[src/rtl/msf_pkg.sv]
// ----------------------------------------------------------------------------
// msf_pkg
// Shared types and constants for the MIDI SysEx filter: register indexes,
// configuration bundle, and controller/datapath command and status groups.
// ----------------------------------------------------------------------------
`default_nettype none

package msf_pkg;

   localparam int BUFFER_DEPTH_DEF = 32;
   localparam int PREFIX_MAX_DEF   = 8;

   localparam logic [7:0] SYSEX_START = 8'hf0;
   localparam logic [7:0] SYSEX_END   = 8'hf7;

   localparam int CSR_IDX_W  = 3;
   localparam int CSR_DATA_W = 64;

   localparam logic [CSR_IDX_W-1:0] REG_PAT_A_PREFIX     = 3'd0;
   localparam logic [CSR_IDX_W-1:0] REG_PAT_A_PREFIX_LEN = 3'd1;
   localparam logic [CSR_IDX_W-1:0] REG_PAT_A_TOTAL_LEN  = 3'd2;
   localparam logic [CSR_IDX_W-1:0] REG_PAT_B_PREFIX     = 3'd3;
   localparam logic [CSR_IDX_W-1:0] REG_PAT_B_PREFIX_LEN = 3'd4;
   localparam logic [CSR_IDX_W-1:0] REG_PAT_B_TOTAL_LEN  = 3'd5;

   localparam logic [5:0] TOTAL_LEN_RESET = 6'd2;

   typedef struct packed {
      logic [63:0] a_prefix;
      logic [3:0]  a_prefix_len;
      logic [5:0]  a_total_len;
      logic [63:0] b_prefix;
      logic [3:0]  b_prefix_len;
      logic [5:0]  b_total_len;
   } cfg_type;

   typedef struct packed {
      logic start;      // store sysex start byte at entry zero
      logic store_wr;   // store byte at current count
      logic count_clr;
      logic out_byte;   // load output register with the input byte
      logic out_mem;    // load output register with buffer read data
      logic rd_clr;
      logic rd_inc;
   } dp_cmd_type;

   typedef struct packed {
      logic is_start;
      logic is_end;
      logic full_next;
      logic match;
      logic rd_last;
      logic out_free;
   } dp_status_type;

endpackage

`default_nettype wire

[src/rtl/msf_csr.sv]
// ----------------------------------------------------------------------------
// msf_csr
// Configuration register file: decodes writes by index and holds both
// drop patterns.
// ----------------------------------------------------------------------------
`default_nettype none

module msf_csr (
   input  wire                             clock,
   input  wire                             reset,
   input  wire                             csr_valid,
   output logic                            csr_ready,
   input  wire  [msf_pkg::CSR_IDX_W-1:0]   csr_index,
   input  wire  [msf_pkg::CSR_DATA_W-1:0]  csr_data,
   output msf_pkg::cfg_type                cfg
);
   import msf_pkg::*;

   cfg_type cfg_ff, cfg_in;

   assign csr_ready = 1'b1;
   assign cfg       = cfg_ff;

   always_comb begin
      cfg_in = cfg_ff;
      if (csr_valid) begin
         case (csr_index)
            REG_PAT_A_PREFIX:     cfg_in.a_prefix     = csr_data;
            REG_PAT_A_PREFIX_LEN: cfg_in.a_prefix_len = csr_data[3:0];
            REG_PAT_A_TOTAL_LEN:  cfg_in.a_total_len  = csr_data[5:0];
            REG_PAT_B_PREFIX:     cfg_in.b_prefix     = csr_data;
            REG_PAT_B_PREFIX_LEN: cfg_in.b_prefix_len = csr_data[3:0];
            REG_PAT_B_TOTAL_LEN:  cfg_in.b_total_len  = csr_data[5:0];
            default:              cfg_in = cfg_ff;
         endcase
      end
   end

   always_ff @(posedge clock) begin
      if (reset) begin
         cfg_ff.a_prefix     <= '0;
         cfg_ff.a_prefix_len <= '0;
         cfg_ff.a_total_len  <= TOTAL_LEN_RESET;
         cfg_ff.b_prefix     <= '0;
         cfg_ff.b_prefix_len <= '0;
         cfg_ff.b_total_len  <= TOTAL_LEN_RESET;
      end else begin
         cfg_ff <= cfg_in;
      end
   end

endmodule

`default_nettype wire

[src/rtl/msf_dp.sv]
// ----------------------------------------------------------------------------
// msf_dp
// Datapath: message buffer memory, byte count, prefix capture, pattern
// match, flush read pointer and output register.
// ----------------------------------------------------------------------------
`default_nettype none

module msf_dp #(
   parameter int BUFFER_DEPTH = msf_pkg::BUFFER_DEPTH_DEF,
   parameter int PREFIX_MAX   = msf_pkg::PREFIX_MAX_DEF
) (
   input  wire                      clock,
   input  wire                      reset,
   input  msf_pkg::cfg_type         cfg,
   input  msf_pkg::dp_cmd_type      cmd,
   output msf_pkg::dp_status_type   status,
   input  wire  [7:0]               req_rx_byte,
   output logic                     rsp_valid,
   input  wire                      rsp_stall,
   output logic [7:0]               rsp_out_byte,
   output logic                     rsp_out_last
);
   import msf_pkg::*;

   localparam int CW = $clog2(BUFFER_DEPTH + 1);
   localparam int AW = $clog2(BUFFER_DEPTH);
   localparam int LW = (CW > 6) ? CW : 6;

   logic [7:0]    mem [BUFFER_DEPTH];
   logic [7:0]    mem_q_ff;
   logic [AW-1:0] wr_addr;
   logic          wr_en;

   logic [CW-1:0] count_ff, count_in;
   logic [CW-1:0] cnt_next;
   logic [AW-1:0] rd_ptr_ff, rd_ptr_in;

   logic [7:0]    pref_ff [PREFIX_MAX];
   logic [8*PREFIX_MAX-1:0] pcur;

   logic          out_valid_ff, out_valid_in;
   logic [7:0]    out_byte_ff, out_byte_in;
   logic          out_last_ff, out_last_in;
   logic          rd_last;

   function automatic logic pattern_hit(input logic [63:0] pat,
                                        input logic [3:0] plen,
                                        input logic [5:0] tlen,
                                        input logic [CW-1:0] cnt,
                                        input logic [8*PREFIX_MAX-1:0] bytes);
      logic [3:0] psat;
      logic       ok;
      psat = (plen > 4'(PREFIX_MAX)) ? 4'(PREFIX_MAX) : plen;
      ok   = (plen != 4'd0) && (LW'(psat) <= LW'(cnt)) && (LW'(cnt) == LW'(tlen));
      for (int i = 0; i < PREFIX_MAX; i++) begin
         if ((4'(i) < psat) && (bytes[8*i +: 8] != pat[8*i +: 8])) begin
            ok = 1'b0;
         end
      end
      return ok;
   endfunction

   assign cnt_next = count_ff + CW'(1);
   assign wr_en    = cmd.start || cmd.store_wr;
   assign wr_addr  = cmd.start ? '0 : count_ff[AW-1:0];
   assign rd_last  = (CW'(rd_ptr_ff) + CW'(1)) == count_ff;

   // prefix bytes as seen after the current byte is stored
   always_comb begin
      for (int i = 0; i < PREFIX_MAX; i++) begin
         pcur[8*i +: 8] = (CW'(i) == count_ff) ? req_rx_byte : pref_ff[i];
      end
   end

   always_comb begin
      status.is_start  = req_rx_byte == SYSEX_START;
      status.is_end    = req_rx_byte == SYSEX_END;
      status.full_next = cnt_next >= CW'(BUFFER_DEPTH);
      status.match     = pattern_hit(cfg.a_prefix, cfg.a_prefix_len, cfg.a_total_len,
                                     cnt_next, pcur)
                      || pattern_hit(cfg.b_prefix, cfg.b_prefix_len, cfg.b_total_len,
                                     cnt_next, pcur);
      status.rd_last   = rd_last;
      status.out_free  = !out_valid_ff || !rsp_stall;
   end

   always_comb begin
      count_in = count_ff;
      if (cmd.start) begin
         count_in = CW'(1);
      end else if (cmd.store_wr) begin
         count_in = cnt_next;
      end else if (cmd.count_clr) begin
         count_in = '0;
      end
   end

   always_comb begin
      rd_ptr_in = rd_ptr_ff;
      if (cmd.rd_clr) begin
         rd_ptr_in = '0;
      end else if (cmd.rd_inc) begin
         rd_ptr_in = rd_ptr_ff + AW'(1);
      end
   end

   always_comb begin
      out_valid_in = out_valid_ff && rsp_stall;
      out_byte_in  = out_byte_ff;
      out_last_in  = out_last_ff;
      if (cmd.out_byte) begin
         out_valid_in = 1'b1;
         out_byte_in  = req_rx_byte;
         out_last_in  = 1'b1;
      end else if (cmd.out_mem) begin
         out_valid_in = 1'b1;
         out_byte_in  = mem_q_ff;
         out_last_in  = rd_last;
      end
   end

   always_ff @(posedge clock) begin
      if (wr_en) begin
         mem[wr_addr] <= req_rx_byte;
      end
      mem_q_ff <= mem[rd_ptr_ff];
   end

   always_ff @(posedge clock) begin
      for (int i = 0; i < PREFIX_MAX; i++) begin
         if (wr_en && (CW'(i) == (cmd.start ? CW'(0) : count_ff))) begin
            pref_ff[i] <= req_rx_byte;
         end
      end
   end

   always_ff @(posedge clock) begin
      if (reset) begin
         count_ff     <= '0;
         rd_ptr_ff    <= '0;
         out_valid_ff <= 1'b0;
      end else begin
         count_ff     <= count_in;
         rd_ptr_ff    <= rd_ptr_in;
         out_valid_ff <= out_valid_in;
      end
   end

   always_ff @(posedge clock) begin
      out_byte_ff <= out_byte_in;
      out_last_ff <= out_last_in;
   end

   assign rsp_valid    = out_valid_ff;
   assign rsp_out_byte = out_byte_ff;
   assign rsp_out_last = out_last_ff;

endmodule

`default_nettype wire

[src/rtl/msf_ctrl.sv]
// ----------------------------------------------------------------------------
// msf_ctrl
// Controller: tracks parse mode (idle, buffering, overflow) and sequences
// the buffer flush one byte at a time.
// ----------------------------------------------------------------------------
`default_nettype none

module msf_ctrl (
   input  wire                      clock,
   input  wire                      reset,
   input  wire                      req_valid,
   output logic                     req_stall,
   input  msf_pkg::dp_status_type   status,
   output msf_pkg::dp_cmd_type      cmd
);
   import msf_pkg::*;

   typedef enum logic [4:0] {
      S_IDLE     = 5'b00001,
      S_PARSE    = 5'b00010,
      S_OVER     = 5'b00100,
      S_FLUSH_RD = 5'b01000,
      S_FLUSH_WR = 5'b10000
   } state_type;

   state_type state_ff, state_in;
   logic      ret_over_ff, ret_over_in;
   logic      takes_item;
   logic      accept;

   assign takes_item = (state_ff == S_IDLE) || (state_ff == S_PARSE) || (state_ff == S_OVER);
   assign req_stall  = !takes_item || !status.out_free;
   assign accept     = req_valid && !req_stall;

   always_comb begin
      state_in    = state_ff;
      ret_over_in = ret_over_ff;
      cmd         = '0;
      case (state_ff)
         S_IDLE: begin
            if (accept) begin
               if (status.is_start) begin
                  cmd.start = 1'b1;
                  state_in  = S_PARSE;
               end else begin
                  cmd.out_byte = 1'b1;
               end
            end
         end
         S_PARSE: begin
            if (accept) begin
               cmd.store_wr = 1'b1;
               if (status.is_end) begin
                  if (status.match) begin
                     state_in = S_IDLE;
                  end else begin
                     cmd.rd_clr  = 1'b1;
                     ret_over_in = 1'b0;
                     state_in    = S_FLUSH_RD;
                  end
               end else if (status.full_next) begin
                  cmd.rd_clr  = 1'b1;
                  ret_over_in = 1'b1;
                  state_in    = S_FLUSH_RD;
               end
            end
         end
         S_OVER: begin
            if (accept) begin
               cmd.out_byte = 1'b1;
               if (status.is_end) begin
                  state_in = S_IDLE;
               end
            end
         end
         S_FLUSH_RD: begin
            state_in = S_FLUSH_WR;
         end
         S_FLUSH_WR: begin
            if (status.out_free) begin
               cmd.out_mem = 1'b1;
               if (status.rd_last) begin
                  cmd.count_clr = 1'b1;
                  state_in      = ret_over_ff ? S_OVER : S_IDLE;
               end else begin
                  cmd.rd_inc = 1'b1;
                  state_in   = S_FLUSH_RD;
               end
            end
         end
         default: begin
            state_in = S_IDLE;
         end
      endcase
      // a matched message leaves nothing buffered
      if (state_ff == S_PARSE && accept && status.is_end && status.match) begin
         cmd.store_wr  = 1'b0;
         cmd.count_clr = 1'b1;
      end
   end

   always_ff @(posedge clock) begin
      if (reset) begin
         state_ff    <= S_IDLE;
         ret_over_ff <= 1'b0;
      end else begin
         state_ff    <= state_in;
         ret_over_ff <= ret_over_in;
      end
   end

endmodule

`default_nettype wire

[src/rtl/midi_sysex_filter.sv]
// ----------------------------------------------------------------------------
// midi_sysex_filter
// Outside SysEx a taken byte goes straight into the output register. SysEx bytes
// are buffered; a flush emits them one at a time (registered buffer read, then
// output load, waiting on an output stall) and holds the input meanwhile.
// Otherwise one byte per cycle while the output is not stalled. Synchronous
// reset: idle, buffer and output empty, patterns cleared with total length two.
// ----------------------------------------------------------------------------
`default_nettype none

module midi_sysex_filter #(
   parameter int BUFFER_DEPTH = msf_pkg::BUFFER_DEPTH_DEF,
   parameter int PREFIX_MAX   = msf_pkg::PREFIX_MAX_DEF
) (
   input  wire                             clock,
   input  wire                             reset,
   input  wire                             req_valid,
   output logic                            req_stall,
   input  wire  [7:0]                      req_rx_byte,
   output logic                            rsp_valid,
   input  wire                             rsp_stall,
   output logic [7:0]                      rsp_out_byte,
   output logic                            rsp_out_last,
   input  wire                             csr_valid,
   output logic                            csr_ready,
   input  wire  [msf_pkg::CSR_IDX_W-1:0]   csr_index,
   input  wire  [msf_pkg::CSR_DATA_W-1:0]  csr_data
);
   import msf_pkg::*;

   cfg_type       cfg;
   dp_cmd_type    cmd;
   dp_status_type status;

   msf_csr u_csr (
      .clock     (clock),
      .reset     (reset),
      .csr_valid (csr_valid),
      .csr_ready (csr_ready),
      .csr_index (csr_index),
      .csr_data  (csr_data),
      .cfg       (cfg)
   );

   msf_ctrl u_ctrl (
      .clock     (clock),
      .reset     (reset),
      .req_valid (req_valid),
      .req_stall (req_stall),
      .status    (status),
      .cmd       (cmd)
   );

   msf_dp #(
      .BUFFER_DEPTH (BUFFER_DEPTH),
      .PREFIX_MAX   (PREFIX_MAX)
   ) u_dp (
      .clock        (clock),
      .reset        (reset),
      .cfg          (cfg),
      .cmd          (cmd),
      .status       (status),
      .req_rx_byte  (req_rx_byte),
      .rsp_valid    (rsp_valid),
      .rsp_stall    (rsp_stall),
      .rsp_out_byte (rsp_out_byte),
      .rsp_out_last (rsp_out_last)
   );

endmodule

`default_nettype wire

[config.mk]
export PLATFORM = sky130hd
export DESIGN_NAME = midi_sysex_filter
export DESIGN_NICKNAME = d
export VERILOG_FILES = /design/src/rtl/msf_pkg.sv /design/src/rtl/msf_csr.sv /design/src/rtl/msf_dp.sv /design/src/rtl/msf_ctrl.sv /design/src/rtl/midi_sysex_filter.sv
export SDC_FILE = /design/constraint.sdc
export NUM_CORES = 1
export LEC_CHECK = 0
export ABC_AREA = 1
export BUFFER_PORTS_ARGS = -buffer_cell sky130_fd_sc_hd__buf_2
export CAP_MARGIN = 15
export CORE_MARGIN = 8
export CORE_UTILIZATION = 45
export DETAILED_ROUTE_END_ITERATION = 12
export GPL_TIMING_DRIVEN = 0
export SLEW_MARGIN = 15
export SYNTH_ARGS = -nofsm -noshare
export SYNTH_HDL_FRONTEND = slang
export SYNTH_HIERARCHICAL = 1
export SYNTH_SLANG_ARGS = --single-unit
[constraint.sdc]
create_clock -name clock -period 4.3 [get_ports clock]
set_clock_uncertainty 0.2 [all_clocks]
set_input_delay 0.215 -clock clock [delete_from_list [all_inputs] [get_ports clock]]
set_output_delay 0.215 -clock clock [all_outputs]
set_load 0.03 [all_outputs]
; After elaboration in Yosys (flattened, before gate mapping)
; Memory sizes are Yosys's and may differ from the RTL's. A register that Yosys moved wholly into a read port is not among the register bits.
; Cells that the tools add are included.
[classes]
n_lt_le_gt_ge = 21
eq_ne = 53
n_addsub = 3
reduce_logical = 70
n_mux = 111
[op_table]
columns = operator, count
row1 = $mux W8, 17
row2 = $ne A8 B8 Y1, 16
row3 = $mux W1, 67
row4 = $reduce_or A8 Y1, 7
row5 = $mux W5, 10
row6 = $eq A3 B6 Y1 const A, 8
row7 = $logic_and A1 B1 Y1, 33
row8 = $lt A3 B4 Y1 const A, 8
row9 = $pmux W5 S5, 1
row10 = $eq A2 B6 Y1 const A, 4
row11 = $mux W3, 8
row12 = $eq A6 B6 Y1, 3
row13 = $mux W6, 3
row14 = $eq A8 B8 Y1 const B, 2
row15 = $lt A1 B4 Y1 const A, 4
row16 = $lt A2 B4 Y1 const A, 4
row17 = $eq A1 B6 Y1 const A, 2
row18 = $le A4 B6 Y1, 2
row19 = $logic_not A6 Y1, 2
row20 = $mux W4, 3
row21 = $reduce_and A2 Y1, 6
row22 = $ne A2 B1 Y1 const B, 5
row23 = $gt A4 B4 Y1 const B, 2
row24 = $reduce_bool A4 Y1, 2
row25 = other kinds (24), 39
[totals]
output_inout_bits = 12
ram_bits = 320
reg_bits = 175
in_bits = 80
elab_cells = 274
mem_count = 2
[mem_list]
columns = name, depth, word_bits, rd, rd_ports_with_merged_regs, write_ports, line
row1 = u_dp.mem, 32, 8, 1, 1, 1, msf_dp.sv:29  ; logic [7:0] mem [BUFFER_DEPTH];
row2 = u_dp.pref_ff, 8, 8, 8, 0, 1, msf_dp.sv:38  ; logic [7:0] pref_ff [PREFIX_MAX];

; Longest topological paths before layout
[depth]
depth_word = 28
mapped_depth = 28
mapped_depth_nobuf = 25

; Modules after synthesis
; The synthesis kept the hierarchy.
[by_module_without_submodules]
columns = module, instances, area_each_um2, cells_per_inst, seq_area_each_um2
row1 = msf_dp, 1, 18205.0, 2022, 10269.8
row2 = msf_csr, 1, 6054.6, 884, 2962.8
row3 = msf_ctrl, 1, 456.7, 76, 120.1

; Least setup slack after synthesis
; No wires, ideal clock.
[synth_path]
path_type = register to register
startpoint = register u_dp.count_ff[1]
endpoint = memory u_dp.pref_ff[6][0] (netlist: u_dp/pref_ff[1][16]), enable pin
setup_slack_ps = -218
path_buffers = 4
stages_incl_launch_ff = 28
setup_ps = 383
arrival_time_ps = 3934
required_time_ps = 3717
period_less_slack_ps = 4518
path_cell_list = dfxtp_1 clkbuf_1 inv_1 ha_1 clkbuf_1 nand3_1 buf_4 nand2_1 nand3b_1 nand2_1 nor2_1 nand2_1 nor2_1 nand2_1 nand2_1 nor2_1 nor2_1 nand2_1 nand2_1 nand2_1 nand2_1 or2_4 inv_1 clkbuf_1 inv_1 nor2_1 nand3_1 nor3_1
[synth_lines]
columns = element, line
row1 = from (decl), msf_dp.sv:34  ; logic [CW-1:0] count_ff, count_in;
row2 = from (signal assigned), msf_dp.sv:143  ; count_ff <= count_in;
row3 = to (decl), msf_dp.sv:38

==> impl_metrics.yaml <==
worst_setup_path:
  cp-endpoint: "u_dp/mem[31][4]"
  reg2reg_depth: 22
  cp_max_fo: 10
  worstSetupEndpointType: "register"
  critPathArrivalTime_ns: 4.29
  crit_type: "register to register"
  r2r-end: "u_dp/mem[31][4]"
  critPathLaunchType: "register"
  startpoint: "u_dp/count_ff[2]"
  rrSetupSlack_ns: 0.08
  required_ns: 4.37
  rr_startpoint: "u_dp/count_ff[2]"
logic_synthesis:
  synth.area.top_cells: "edfxtp_1 40%, dfxtp_1 14%, nand2_1 9.6%, nor2_1 8.9%, nand3_1 6.2%"
  yosys.area.top_type: "edfxtp_1"
  syn-num-nets: 3073
  netlist_area_um2: 24700
  synth_top_area_share_pct: 39.9
  yosys_warnings: 6
  synth_most_common_cell: "nand2_1"
  syn_inst: 2982
  seq_area_frac_synth_pct: 54.0
  async_flop_share_pct: 0
  synth-seq-cells: 503
  syn-mean-instance-area_um2: 8.29
  ys_types: 38
  synth_edf_count: 328
  ys.flop_type: "edfxtp_1"
  yosys-top-cells-count: "630 x nand2_1, 589 x nor2_1, 328 x edfxtp_1"
timing:
  setup_ws_ns: 0.0829
  whs_ns: 0.204
  tns_ns: 0
  drv_slew: 0
  period_share_pct: 98.1
  relSlewSlack_pct: 22.3
  max_freq_ghz: 0.237
  hold_viol: 0
  period_minus_slack_ns: 4.22
  setup_viol: 0
  tightestPinTransition_ns: 1.17
  rsz0062_at_grt: "true"
cts:
  clk_pin_slew_ns: 0.07
  cts_tree: "yes"
  cts_num_sinks: 503
  h-tree-depth: 2
  clk_latency_ns: 0.65
  numCtsBuffers: 55
  cts_root_buffer: "clkbuf_16"
  cts_buffer_depth: 3
floorplanning:
  die-area_um2: 62700
  ioPinCount: 92
  core_um2: 54700
  std_cell_rows: 86
  dieWidth_um: 250
  die_h_um: 250
  initial_utilization_pct: 45.2
power_and_ir_drop:
  power.leakage_nw: 12.0
  powerDensity_nw_per_um2: 373
  peakVddDrop_v: 0.000377
layout:
  nets: 3360
  final_layout_size_suffix_gt1_share_pct: 12.8
  nFillCells: 4938
  syn_to_final_growth_pct: 21.8
  seq_area_um2: 13400
  postLayoutCoreUtil_pct: 55.1
  multi_input_area_um2: 10100
  final_cells: 4017
route:
  dr.first_iter.drc_count: 2174
  post-route-drc-count: 0
  routed_via_density: 5.64
  ant_nets: 0
  drt_wl_total_um: 88400
  vias: 22657
  drt_first_pass_iters: 6
  wl_per_cell_um: 22.0
global_route:
  groute.usage.overall_pct: 27.2
  grt_max_degree: 50
  grt_pass1_vias: 21671
  grt_pass1_wl_um: 130000
  grt_overflow: 0
  antenna_found_initial: 3
placed_design:
  place_inst: 3777
  pre_cts_slack_ns: -2.85
  hpwl_um: 59100
  globalplace.congestion: 0.923
  portBuffers: 90
run_status:
  status: "finished, final reports clean"
flow_run:
  cap_violations: 0
worst_hold_path:
  worstHoldStart: "req_rx_byte[3]"
  hold_path_class: "input pin to register"
report_power, final:
| group | leakage (nW) | internal, mW | switching, mW |
|---|---|---|---|
| logic | 6.74 | 0.296 | 0.657 |
| clock network | 0.915 | 2.88 | 2.06 |
| registers | 4.38 | 5.25 | 0.0795 |
how the worst min path moves through the flow:
stage / to / depth (start not counted) / slack [ns]
after detailed placement: u_csr/cfg[75] / 3 / 0.25
after CTS: u_dp/mem[8][3] / 1 / 0.16
final: u_dp/mem[13][3] / 1 / 0.20
after global routing: u_dp/mem[8][3] / 1 / 0.20
after global placement: u_csr/cfg[75] / 3 / 0.25
after floorplan: u_ctrl/state_ff[1] / 1 / 0.08
per-stage QoR:
stage	power [mW]	cell area, µm²
6_report	11.2	30100
5_1_grt	11.6	30100
4_1_cts	11.3	29500
3_5_place_dp	6.30	26100
3_3_place_gp	6.28	26100
2_1_floorplan	5.91	24700
repair_timing:
item                                   CTS  global route
endpoints found under the hold margin  439             0
setup endpoints to repair              331           326
buffers inserted                        16            37
cloned                                   0             1
pin swaps                               11            34
resized for setup                      127            44
hold buffers                            93             0
placed cells by master, fill, tap and decap left out, drive strengths merged, types with 11 or more instances in the layout:
| cell type | n |
|---|---|
| a21oi | 28 |
| buf | 238 |
| clkbuf | 135 |
| clkinv | 28 |
| dfxtp | 175 |
| dlygate4sd3 | 86 |
| edfxtp | 328 |
| ha | 11 |
| inv | 222 |
| nand2 | 633 |
| nand3 | 312 |
| nand3b | 107 |
| nand4 | 97 |
| nor2 | 601 |
| nor3 | 12 |
| o21ai | 180 |
| o22ai | 77 |
state kept, by name (all words and copies together), names as in the netlist:
| signal | count |
|---|---|
| u_ctrl/state_ff | 5 |
| u_dp/rsp_out_last | 1 |
| u_dp/rsp_valid | 1 |
| u_dp/rd_ptr_ff | 5 |
| u_dp/count_ff | 6 |
| u_dp/mem | 256 |
| u_dp/rsp_out_byte | 8 |
| u_csr/cfg | 148 |
| u_ctrl/ret_over_ff | 1 |
| u_dp/mem_q_ff | 8 |
| u_dp/pref_ff | 64 |
cell type report:
| type | instances | area share (%) |
|---|---|---|
| sequential | 503 | 44.4 |
| multi-input combinational | 2086 | 33.7 |
| timing repair buffer | 238 | 6.88 |
| clock buffer | 66 | 4.78 |
| buffer | 155 | 2.95 |
| tap | 704 | 2.93 |
| inverter | 230 | 2.92 |
| clock inverter | 34 | 1.47 |
| antenna | 1 | 0.00831 |
metal layers:
layer  share of wire (%)  track usage (%)
met1                  39             33.2
met2                  47             46.0
met3                 8.0             4.44
met4                 5.9             14.5
met5                   0                0
logic make-up after synthesis:
kind of cell    synth area share (%)
fa+ha+maj                      0.557
flops                           54.0
simple gates                    31.6
compound gates                  6.40
other cells                   0.0152
xor+xnor                       0.567
buf+inv                         6.80
critical path, stage by stage, from the launching register on:
cell        delay, ns
dfxtp_1          0.31
buf_2            0.20
nor2_4           0.28
buf_6            0.20
nand3_4          0.14
clkbuf_4         0.22
nand2_1          0.10
nand3_1          0.08
nand4_1          0.12
nor2_1           0.06
nand2_1          0.18
a21oi_1          0.07
nand2_1          0.07
nand2_1          0.05
nand2_1          0.10
nand2_4          0.09
nand2_2          0.08
nand2_2          0.05
or2_4            0.25
clkinvlp_4       0.13
nand4_1          0.09
buf_4            0.24
nor2_2           0.53
No activity file was read; power rests on OpenSTA's default activity.
